==> src/rtl/k_extreme_value_tracker_defines.svh <==
// Assertion macros used by the tracker top level.
`ifndef K_EXTREME_VALUE_TRACKER_DEFINES_SVH
`define K_EXTREME_VALUE_TRACKER_DEFINES_SVH

// Checks that a property holds at every clock edge outside reset.
`define KEVT_ASSERT(label, prop, msg) \
	label: assert property (@(posedge clk) disable iff (!arst_n) (prop)) else $error(msg);

// Checks that a condition in one cycle implies a consequence in the next.
`define KEVT_ASSERT_NEXT(label, ante, cons, msg) \
	label: assert property (@(posedge clk) disable iff (!arst_n) (ante) |=> (cons)) \
		else $error(msg);

`endif

==> src/rtl/kevt_pkg.sv <==
// Package with the widths, codes and cell types of the extreme value tracker.
`default_nettype none
package kevt_pkg;
	localparam int MAX_KEPT   = 16;
	localparam int VALUE_BITS = 32;
	localparam int CNT_W      = 5;
	localparam int RANK_W     = 4;

	localparam logic CMD_INSERT = 1'b0;
	localparam logic CMD_READ   = 1'b1;
	localparam logic LIST_LOW   = 1'b0;
	localparam logic LIST_HIGH  = 1'b1;

	typedef logic signed [VALUE_BITS-1:0] val_t;
	typedef logic [CNT_W-1:0] cnt_t;
	typedef logic [RANK_W-1:0] rank_t;

	// Per-cell control computed by the top level each cycle.
	typedef struct packed {
		logic ins;
		logic full;
		logic used;
		logic win;
		val_t value;
	} cell_ctrl_t;

	// What a cell shows its neighbors.
	typedef struct packed {
		val_t low;
		val_t high;
		logic low_gt;
		logic high_gt;
		logic high_lt;
	} cell_link_t;
endpackage
`default_nettype wire

==> src/rtl/kevt_ifs.sv <==
// Handshake channel interfaces of the extreme value tracker.
`default_nettype none
interface kevt_req_if;
	logic                valid;
	logic                ready;
	logic                cmd;
	kevt_pkg::val_t      energy;
	kevt_pkg::rank_t     rank;
	logic                which_list;
	modport source (output valid, cmd, energy, rank, which_list, input ready);
	modport sink (input valid, cmd, energy, rank, which_list, output ready);
endinterface

interface kevt_rsp_if;
	logic                valid;
	logic                ready;
	kevt_pkg::val_t      value;
	kevt_pkg::cnt_t      fill_count;
	logic                rank_valid;
	modport source (output valid, value, fill_count, rank_valid, input ready);
	modport sink (input valid, value, fill_count, rank_valid, output ready);
endinterface

interface kevt_cfg_if;
	logic                valid;
	logic                ready;
	kevt_pkg::cnt_t      capacity;
	modport source (output valid, capacity, input ready);
	modport sink (input valid, capacity, output ready);
endinterface
`default_nettype wire

==> src/rtl/kevt_cell.sv <==
// One compare-and-shift cell holding one rank of the low list and the high list.
`default_nettype none
module kevt_cell (
	input  wire                       clk,
	input  wire kevt_pkg::cell_ctrl_t ctrl,
	input  wire kevt_pkg::cell_link_t left,
	input  wire kevt_pkg::cell_link_t right,
	output kevt_pkg::cell_link_t      link
);
	kevt_pkg::val_t low_q;
	kevt_pkg::val_t high_q;

	// An empty slot counts as larger than any value.
	assign link.low     = low_q;
	assign link.high    = high_q;
	assign link.low_gt  = !ctrl.used || (low_q > ctrl.value);
	assign link.high_gt = !ctrl.used || (high_q > ctrl.value);
	assign link.high_lt = high_q < ctrl.value;

	always_ff @(posedge clk) begin
		if (ctrl.ins && ctrl.win) begin
			if (link.low_gt) begin
				low_q <= left.low_gt ? left.low : ctrl.value;
			end
			if (!ctrl.full) begin
				if (link.high_gt) begin
					high_q <= left.high_gt ? left.high : ctrl.value;
				end
			end else if (link.high_lt) begin
				// Full high list shifts down and drops its smallest entry.
				high_q <= right.high_lt ? right.high : ctrl.value;
			end
		end
	end
endmodule
`default_nettype wire

==> src/rtl/k_extreme_value_tracker.sv <==
// Top level of the running k-smallest and k-largest value tracker.
// Usage: items arrive as beats on req. An insert beat (cmd 0) offers energy,
// a signed Q16.16 value, to both lists at once; a read beat (cmd 1) returns
// the entry at rank of the list chosen by which_list. Every request beat
// yields exactly one response beat on rsp carrying value, fill_count and
// rank_valid. An insert returns value zero and the new fill count.
// The response beat is valid in the cycle after the request beat.
// Throughput is one beat per cycle while rsp is not stalled, set by the row of
// sixteen compare-and-shift cells, which all update in the same cycle.
// When rsp is stalled the response stays in its register and req.ready
// drops, so at most one result is held. A new request is taken in the same
// cycle the held response is taken.
// The cfg channel writes capacity (1 to 16, larger values act as 16); it is
// always ready but a write only lands while the lists are empty.
// Reset empties both lists, sets capacity to 16 and clears the response
// valid flag. List storage itself is not cleared; unfilled ranks read zero.
`default_nettype none
`include "k_extreme_value_tracker_defines.svh"
module k_extreme_value_tracker (
	input  wire        clk,
	input  wire        arst_n,
	kevt_req_if.sink   req,
	kevt_rsp_if.source rsp,
	kevt_cfg_if.sink   cfg
);
	localparam int N = kevt_pkg::MAX_KEPT;

	kevt_pkg::cnt_t cap_q;
	kevt_pkg::cnt_t kept_q;
	kevt_pkg::cnt_t cap_eff;
	kevt_pkg::cnt_t kept_nxt;
	logic           full;
	logic           accept;
	logic           do_insert;
	logic           do_read;
	logic           grow;

	logic           out_valid_q;
	kevt_pkg::val_t value_q;
	kevt_pkg::cnt_t fill_q;
	logic           rank_valid_q;

	kevt_pkg::cell_ctrl_t ctrl [N];
	kevt_pkg::cell_link_t link [N];
	kevt_pkg::cell_link_t left [N];
	kevt_pkg::cell_link_t right [N];

	kevt_pkg::val_t rd_value;
	logic           rd_hit;

	// Capacity above the list depth acts as the full depth.
	assign cap_eff = (cap_q > kevt_pkg::cnt_t'(N)) ? kevt_pkg::cnt_t'(N) : cap_q;
	assign full    = kept_q >= cap_eff;

	// A response register separates the two sides; a new beat enters as the
	// held one leaves.
	assign req.ready = !out_valid_q || rsp.ready;
	assign accept    = req.valid && req.ready;
	assign do_insert = accept && (req.cmd == kevt_pkg::CMD_INSERT);
	assign do_read   = accept && (req.cmd == kevt_pkg::CMD_READ);
	assign grow      = do_insert && !full;
	assign kept_nxt  = grow ? kept_q + kevt_pkg::cnt_t'(1) : kept_q;

	assign cfg.ready = 1'b1;

	// Build the row of cells. Each cell sees its left neighbor for inserts that
	// shift up and its right neighbor for the full high list shifting down.
	for (genvar i = 0; i < N; i++) begin : g_cell
		assign ctrl[i].ins   = do_insert;
		assign ctrl[i].full  = full;
		assign ctrl[i].used  = kevt_pkg::cnt_t'(i) < kept_q;
		assign ctrl[i].win   = kevt_pkg::cnt_t'(i) < cap_eff;
		assign ctrl[i].value = req.energy;

		if (i == 0) begin : g_first
			assign left[i] = '0;
		end else begin : g_mid
			assign left[i] = link[i-1];
		end

		if (i == N - 1) begin : g_last
			assign right[i] = '0;
		end else begin : g_inner
			// Beyond the last kept rank there is nothing to pull down.
			always_comb begin
				right[i]         = link[i+1];
				right[i].high_lt = link[i+1].high_lt && ctrl[i+1].win;
			end
		end

		kevt_cell u_cell (
			.clk   (clk),
			.ctrl  (ctrl[i]),
			.left  (left[i]),
			.right (right[i]),
			.link  (link[i])
		);
	end

	// Read path: one rank of either list, zero when the rank is not filled.
	assign rd_hit   = kevt_pkg::cnt_t'(req.rank) < kept_q;
	assign rd_value = (req.which_list == kevt_pkg::LIST_HIGH) ?
		link[req.rank].high : link[req.rank].low;

	always_ff @(posedge clk or negedge arst_n) begin
		if (!arst_n) begin
			cap_q       <= kevt_pkg::cnt_t'(N);
			kept_q      <= '0;
			out_valid_q <= 1'b0;
		end else begin
			if (cfg.valid && cfg.ready && (kept_q == '0)) begin
				cap_q <= cfg.capacity;
			end
			kept_q <= kept_nxt;
			if (accept) begin
				out_valid_q <= 1'b1;
			end else if (rsp.ready) begin
				out_valid_q <= 1'b0;
			end
		end
	end

	always_ff @(posedge clk) begin
		if (accept) begin
			fill_q <= kept_nxt;
			if (req.cmd == kevt_pkg::CMD_READ && rd_hit) begin
				value_q      <= rd_value;
				rank_valid_q <= 1'b1;
			end else begin
				value_q      <= '0;
				rank_valid_q <= 1'b0;
			end
		end
	end

	assign rsp.valid      = out_valid_q;
	assign rsp.value      = value_q;
	assign rsp.fill_count = fill_q;
	assign rsp.rank_valid = rank_valid_q;

	`KEVT_ASSERT(a_kept_within_cap, kept_q <= cap_eff, "fill count exceeds capacity")
	`KEVT_ASSERT_NEXT(a_insert_grows, grow, kept_q > $past(kept_q), "insert did not grow the lists")
	`KEVT_ASSERT_NEXT(a_read_stable, do_read, out_valid_q && $stable(kept_q), "read changed state")
endmodule
`default_nettype wire
==> src/flat_wrapper.sv <==
// flat-port wrapper written by rule: the top's interface ports become plain ports
module k_extreme_value_tracker_flat 
  (clk, arst_n, req_valid, req_cmd, req_energy, req_rank, req_which_list, req_ready, rsp_valid, rsp_value, rsp_fill_count, rsp_rank_valid, rsp_ready, cfg_valid, cfg_capacity, cfg_ready);
  kevt_req_if req_i ();
  kevt_rsp_if rsp_i ();
  kevt_cfg_if cfg_i ();
  input  wire clk;
  input  wire arst_n;
  input wire logic [$bits(req_i.valid)-1:0] req_valid;
  input wire logic [$bits(req_i.cmd)-1:0] req_cmd;
  input wire logic [$bits(req_i.energy)-1:0] req_energy;
  input wire logic [$bits(req_i.rank)-1:0] req_rank;
  input wire logic [$bits(req_i.which_list)-1:0] req_which_list;
  output wire logic [$bits(req_i.ready)-1:0] req_ready;
  output wire logic [$bits(rsp_i.valid)-1:0] rsp_valid;
  output wire logic [$bits(rsp_i.value)-1:0] rsp_value;
  output wire logic [$bits(rsp_i.fill_count)-1:0] rsp_fill_count;
  output wire logic [$bits(rsp_i.rank_valid)-1:0] rsp_rank_valid;
  input wire logic [$bits(rsp_i.ready)-1:0] rsp_ready;
  input wire logic [$bits(cfg_i.valid)-1:0] cfg_valid;
  input wire logic [$bits(cfg_i.capacity)-1:0] cfg_capacity;
  output wire logic [$bits(cfg_i.ready)-1:0] cfg_ready;
  assign req_i.valid = req_valid;
  assign req_i.cmd = req_cmd;
  assign req_i.energy = req_energy;
  assign req_i.rank = req_rank;
  assign req_i.which_list = req_which_list;
  assign req_ready = req_i.ready;
  assign rsp_valid = rsp_i.valid;
  assign rsp_value = rsp_i.value;
  assign rsp_fill_count = rsp_i.fill_count;
  assign rsp_rank_valid = rsp_i.rank_valid;
  assign rsp_i.ready = rsp_ready;
  assign cfg_i.valid = cfg_valid;
  assign cfg_i.capacity = cfg_capacity;
  assign cfg_ready = cfg_i.ready;
  k_extreme_value_tracker u_core (.clk(clk), .arst_n(arst_n), .req(req_i), .rsp(rsp_i), .cfg(cfg_i));
endmodule
==> config.mk <==
export PLATFORM = sky130hd
export DESIGN_NAME = k_extreme_value_tracker_flat
export DESIGN_NICKNAME = d
export VERILOG_FILES = /design/src/rtl/kevt_pkg.sv /design/src/rtl/kevt_ifs.sv /design/src/rtl/kevt_cell.sv /design/src/rtl/k_extreme_value_tracker.sv /design/src/flat_wrapper.sv
export VERILOG_INCLUDE_DIRS = /design/src /design/src/rtl
export SDC_FILE = /design/constraint.sdc
export NUM_CORES = 2
export LEC_CHECK = 0
export BUFFER_PORTS_ARGS = -buffer_cell sky130_fd_sc_hd__buf_2
export CORE_ASPECT_RATIO = 0.6
export CORE_MARGIN = 8
export CORE_UTILIZATION = 50
export CTS_CLUSTER_SIZE = 8
export DETAILED_ROUTE_END_ITERATION = 6
export PLACE_DENSITY = 0.63
export RECOVER_POWER = 100
export SYNTH_ARGS = -nofsm -noshare
export SYNTH_HDL_FRONTEND = slang
export SYNTH_SLANG_ARGS = --single-unit
export TNS_END_PERCENT = 20
==> constraint.sdc <==
create_clock -name clk -period 10.57 [get_ports clk]
set_clock_uncertainty 0.2 [all_clocks]
set_input_delay 1.057 -clock clk [delete_from_list [all_inputs] [get_ports clk]]
set_output_delay 1.057 -clock clk [all_outputs]
set_load 0.01 [all_outputs]
==> qor.yml <==
dieArea_mm2: 0.172
syn2layout_area_growth_pct: 8.67
start_util_pct: 50.2
wirelength_met1_mm: 131
drc_errors: 0
synthCells: 6639
insertion_delay_ps: 810
portBuffers: 87
internal_power_mw: 13.3
met3WireLength_mm: 57.6
cp_num_cells: 14
syn_area_mm2: 0.0793
reg2regPathDepth: 12
synth.ff_latch_count: 1073
cts_resized: 0
dp_hpwl_mm: 225
grt_first_pass_wirelength_mm: 434
muxShareOfSynthArea_pct: 16.4
slew_violations: 1114
setup_viol: 0
place_congestion: 0.995
grt-ovfl-total: 0
synth_compound_area_share_pct: 15.1
power_frac_seq_pct: 31.9
switching_share_pct: 43.4
routed_wl_mm: 304
utilization_pct: 54.6
grt_usage_pct: 34.0
nets: 7667
highest_layer: "met4"
core_mm2: 0.158
row_count: 113
vias_per_cell: 7.38
violations: "max-capacitance violations, max-slew violations"
clockBufferDepth: 4
cp.arrival_ps: 9080
critPathCaptureType: "flop"
wl_met2_mm: 108
layout_commonest_cell: "edfxtp_1"
cp_max_fo: 32
grt_pass1_vias: 58800
grt_max_degree: 101
vias: 64600
clkPwrFrac_pct: 20.0
synth_nets: 7721
synthArstFlopShare_pct: 1.03
synth_top_family_by_area: "multiplexers"
yosys.area_share.simple_pct: 8.56
tritoncts: "done"
antenna_found_initial: 6
rsz0062_at_grt: "false"
path_cells: "clkbuf_1 -> inv_1 -> clkbuf_1 -> ha_1 -> a21o_1 -> a21o_1 -> a21oi_1 -> o22ai_1 -> o31ai_1 -> a31oi_1 -> a311oi_1 -> buf_4 -> nor2_1 -> buf_4"
fillers: 13400
crit_slowest_cell: "a311oi_1"
clock-root-buffer: "clkbuf_16"
die_w_um: 530
r2r-start: "u_core.kept_q[0]"
ys_seq_area_share_pct: 40.6
combPwrFrac_pct: 48.1
crit_path_max_incr_delay_ps: 1630
cts_buffers: 160
outcome: "finished, violations left"
ir_drop_mv: 0.304
register_area_mm2: 0.0322
period_needed_ps: 8830
path_class: "in2reg"
r2r_slack_ps: 2540
path_buf_inv: 5
fin_setup_tns_ps: 0
avgRoutedWirePerCell_um: 34.8
hold_path_class: "in2reg"
hold_viol_final: 0
slew_headroom_pct: -192
critPathTopFamily: "buffers and inverters"
multi_input_area_mm2: 0.0452
worst_pin_slew_ps: 4390
dr.pass1.iters: 7
fmax_mhz: 113
die_h_um: 324
power.density_mw_per_mm2: 272
holdWs_ps: 261
r2r-end: "u_core.g_cell[8].u_cell.high_q[15]"
synthAdderAreaFrac_pct: 16.3
syn_area_per_cell_um2: 11.9
clk_pin_slew_ps: 60
layout_common_cells: "edfxtp_1, ha_1, nand2_1"
drtAntennaViolNets: 0
first_iter_violations: 9993
endpoint: "u_core.g_cell[13].u_cell.low_q[8]"
yosysWarnings: 0
final_cell_area_mm2: 0.0861
synth-edff-count: 1062
postCtsSetupRepairBufs: 0
netSwitchingPower_mw: 10.2
synthFlopType: "edfxtp_1"
synth_cell_type_count: 90
cp-start-kind: "input port"
synthXorXnorAreaFrac_pct: 0.133
htreeDepth: 4
drive_gt1_share_pct: 12.0
cts.sinks: 1073
static-leakage-power_nw: 31.9
critPathLaunch: "req_energy[20]"
cap_violations: 40
period_share_pct: 83.5
io_pins: 89
cts-hold-fix-buffers: 1
place_area_mm2: 0.0823
required_ps: 10820
==> flip-flops by register name, summed over array words and instances (netlist names) <==
signal and flops:
u_core.cap_q 5, u_core.g_cell.u_cell.high_q 512, u_core.g_cell.u_cell.low_q 512, u_core.kept_q 5, u_core.rsp.fill_count 5, u_core.rsp.rank_valid 1, u_core.rsp.valid 1, u_core.rsp.value 32
==> synthesized netlist by cell type (16+ instances only) <==
| master | number | area, µm² |
|---|---|---|
| and4_1 | 16 | 140 |
| o22ai_1 | 234 | 1460 |
| a21oi_1 | 405 | 2030 |
| o211ai_1 | 67 | 503 |
| mux2_1 | 438 | 4930 |
| mux2_2 | 30 | 338 |
| buf_1 | 62 | 233 |
| clkbuf_1 | 347 | 1300 |
| nor2b_1 | 49 | 307 |
| nand3_1 | 88 | 440 |
| ha_1 | 1034 | 12900 |
| inv_1 | 135 | 507 |
| buf_2 | 36 | 180 |
| o31ai_1 | 104 | 781 |
| a221o_1 | 78 | 781 |
| nand4_1 | 227 | 1420 |
| nor2_1 | 177 | 664 |
| a22oi_1 | 65 | 488 |
| nor3_1 | 55 | 275 |
| o221a_1 | 32 | 360 |
| a21o_1 | 156 | 1170 |
| nand2_1 | 450 | 1690 |
| or4_1 | 49 | 368 |
| o21ai_0 | 107 | 536 |
| o21ai_1 | 26 | 130 |
| o21a_1 | 25 | 188 |
| nor4_1 | 31 | 194 |
| nand2b_1 | 55 | 344 |
| or3_1 | 16 | 100 |
| mux2i_1 | 54 | 541 |
| and2_0 | 27 | 169 |
| mux4_2 | 320 | 7210 |
| a31oi_1 | 207 | 1290 |
| a211oi_1 | 33 | 248 |
| o221a_2 | 35 | 394 |
| o221ai_1 | 69 | 604 |
| edfxtp_1 | 1062 | 31900 |
| or2_2 | 34 | 213 |
==> how the worst min path moves through the flow <==
stage	startpoint	end	slack, ps	depth (start not counted)
final	req_valid	u_core.rsp.valid	260	2
after global routing	req_valid	u_core.rsp.valid	260	2
after CTS	req_valid	u_core.rsp.valid	230	2
after detailed placement	u_core.rsp.valid	u_core.rsp.valid	330	2
after global placement	u_core.rsp.valid	u_core.rsp.valid	320	2
after floorplan	u_core.g_cell[8].u_cell.high_q[0]	u_core.g_cell[7].u_cell.high_q[0]	350	2
==> power groups by stage <==
stage                     Clock, mW  Combinational [mW]  Sequential [mW]
after floorplan                   0                7.49             7.04
after global placement            0                10.5             7.45
after detailed placement          0                10.8             7.46
after CTS                      4.72                10.9             7.38
after global routing           4.87                11.9             7.51
final                          4.70                11.3             7.48
==> routing by layer <==
layer  GRT usage, %  vias up
li1               -    27000
met4           6.62        0
met1           53.1    32200
met2           40.5     5000
met3           17.8      399
met5              0        -
==> cells by family (layout without fill, tap and decap cells) <==
kind of cell | count (synthesis) | in the layout
AOI/OAI and AO/OA | 1751 | 1751
and+or+nand+nor | 1337 | 1337
DFF | 1073 | 1073
adders and majority gates | 1034 | 1034
muxes | 842 | 842
buffers and inverters | 589 | 571
xor gates and xnor gates | 12 | 12
other | 1 | 5
==> final cells by class <==
class                      count  share of cell area, %
multi-input combinational   4977                   52.5
sequential                  1073                   37.3
clock buffer                 194                   4.87
tap                         2127                   3.09
timing repair buffer         236                   1.59
inverter                     137                  0.597
clock inverter                 4                 0.0392
antenna                        4                 0.0116
==> stage by stage <==
step / setup slack (ps) / cells / power (mW)
finish: 1740 / 8752 / 23.5
global route: 1740 / 8748 / 24.3
CTS: 4050 / 8747 / 23.0
detailed placement: 3230 / 8548 / 18.3
global placement: 3300 / 8548 / 17.9
floorplan: 1180 / 6639 / 14.5
No activity file was read; power rests on OpenSTA's default activity.
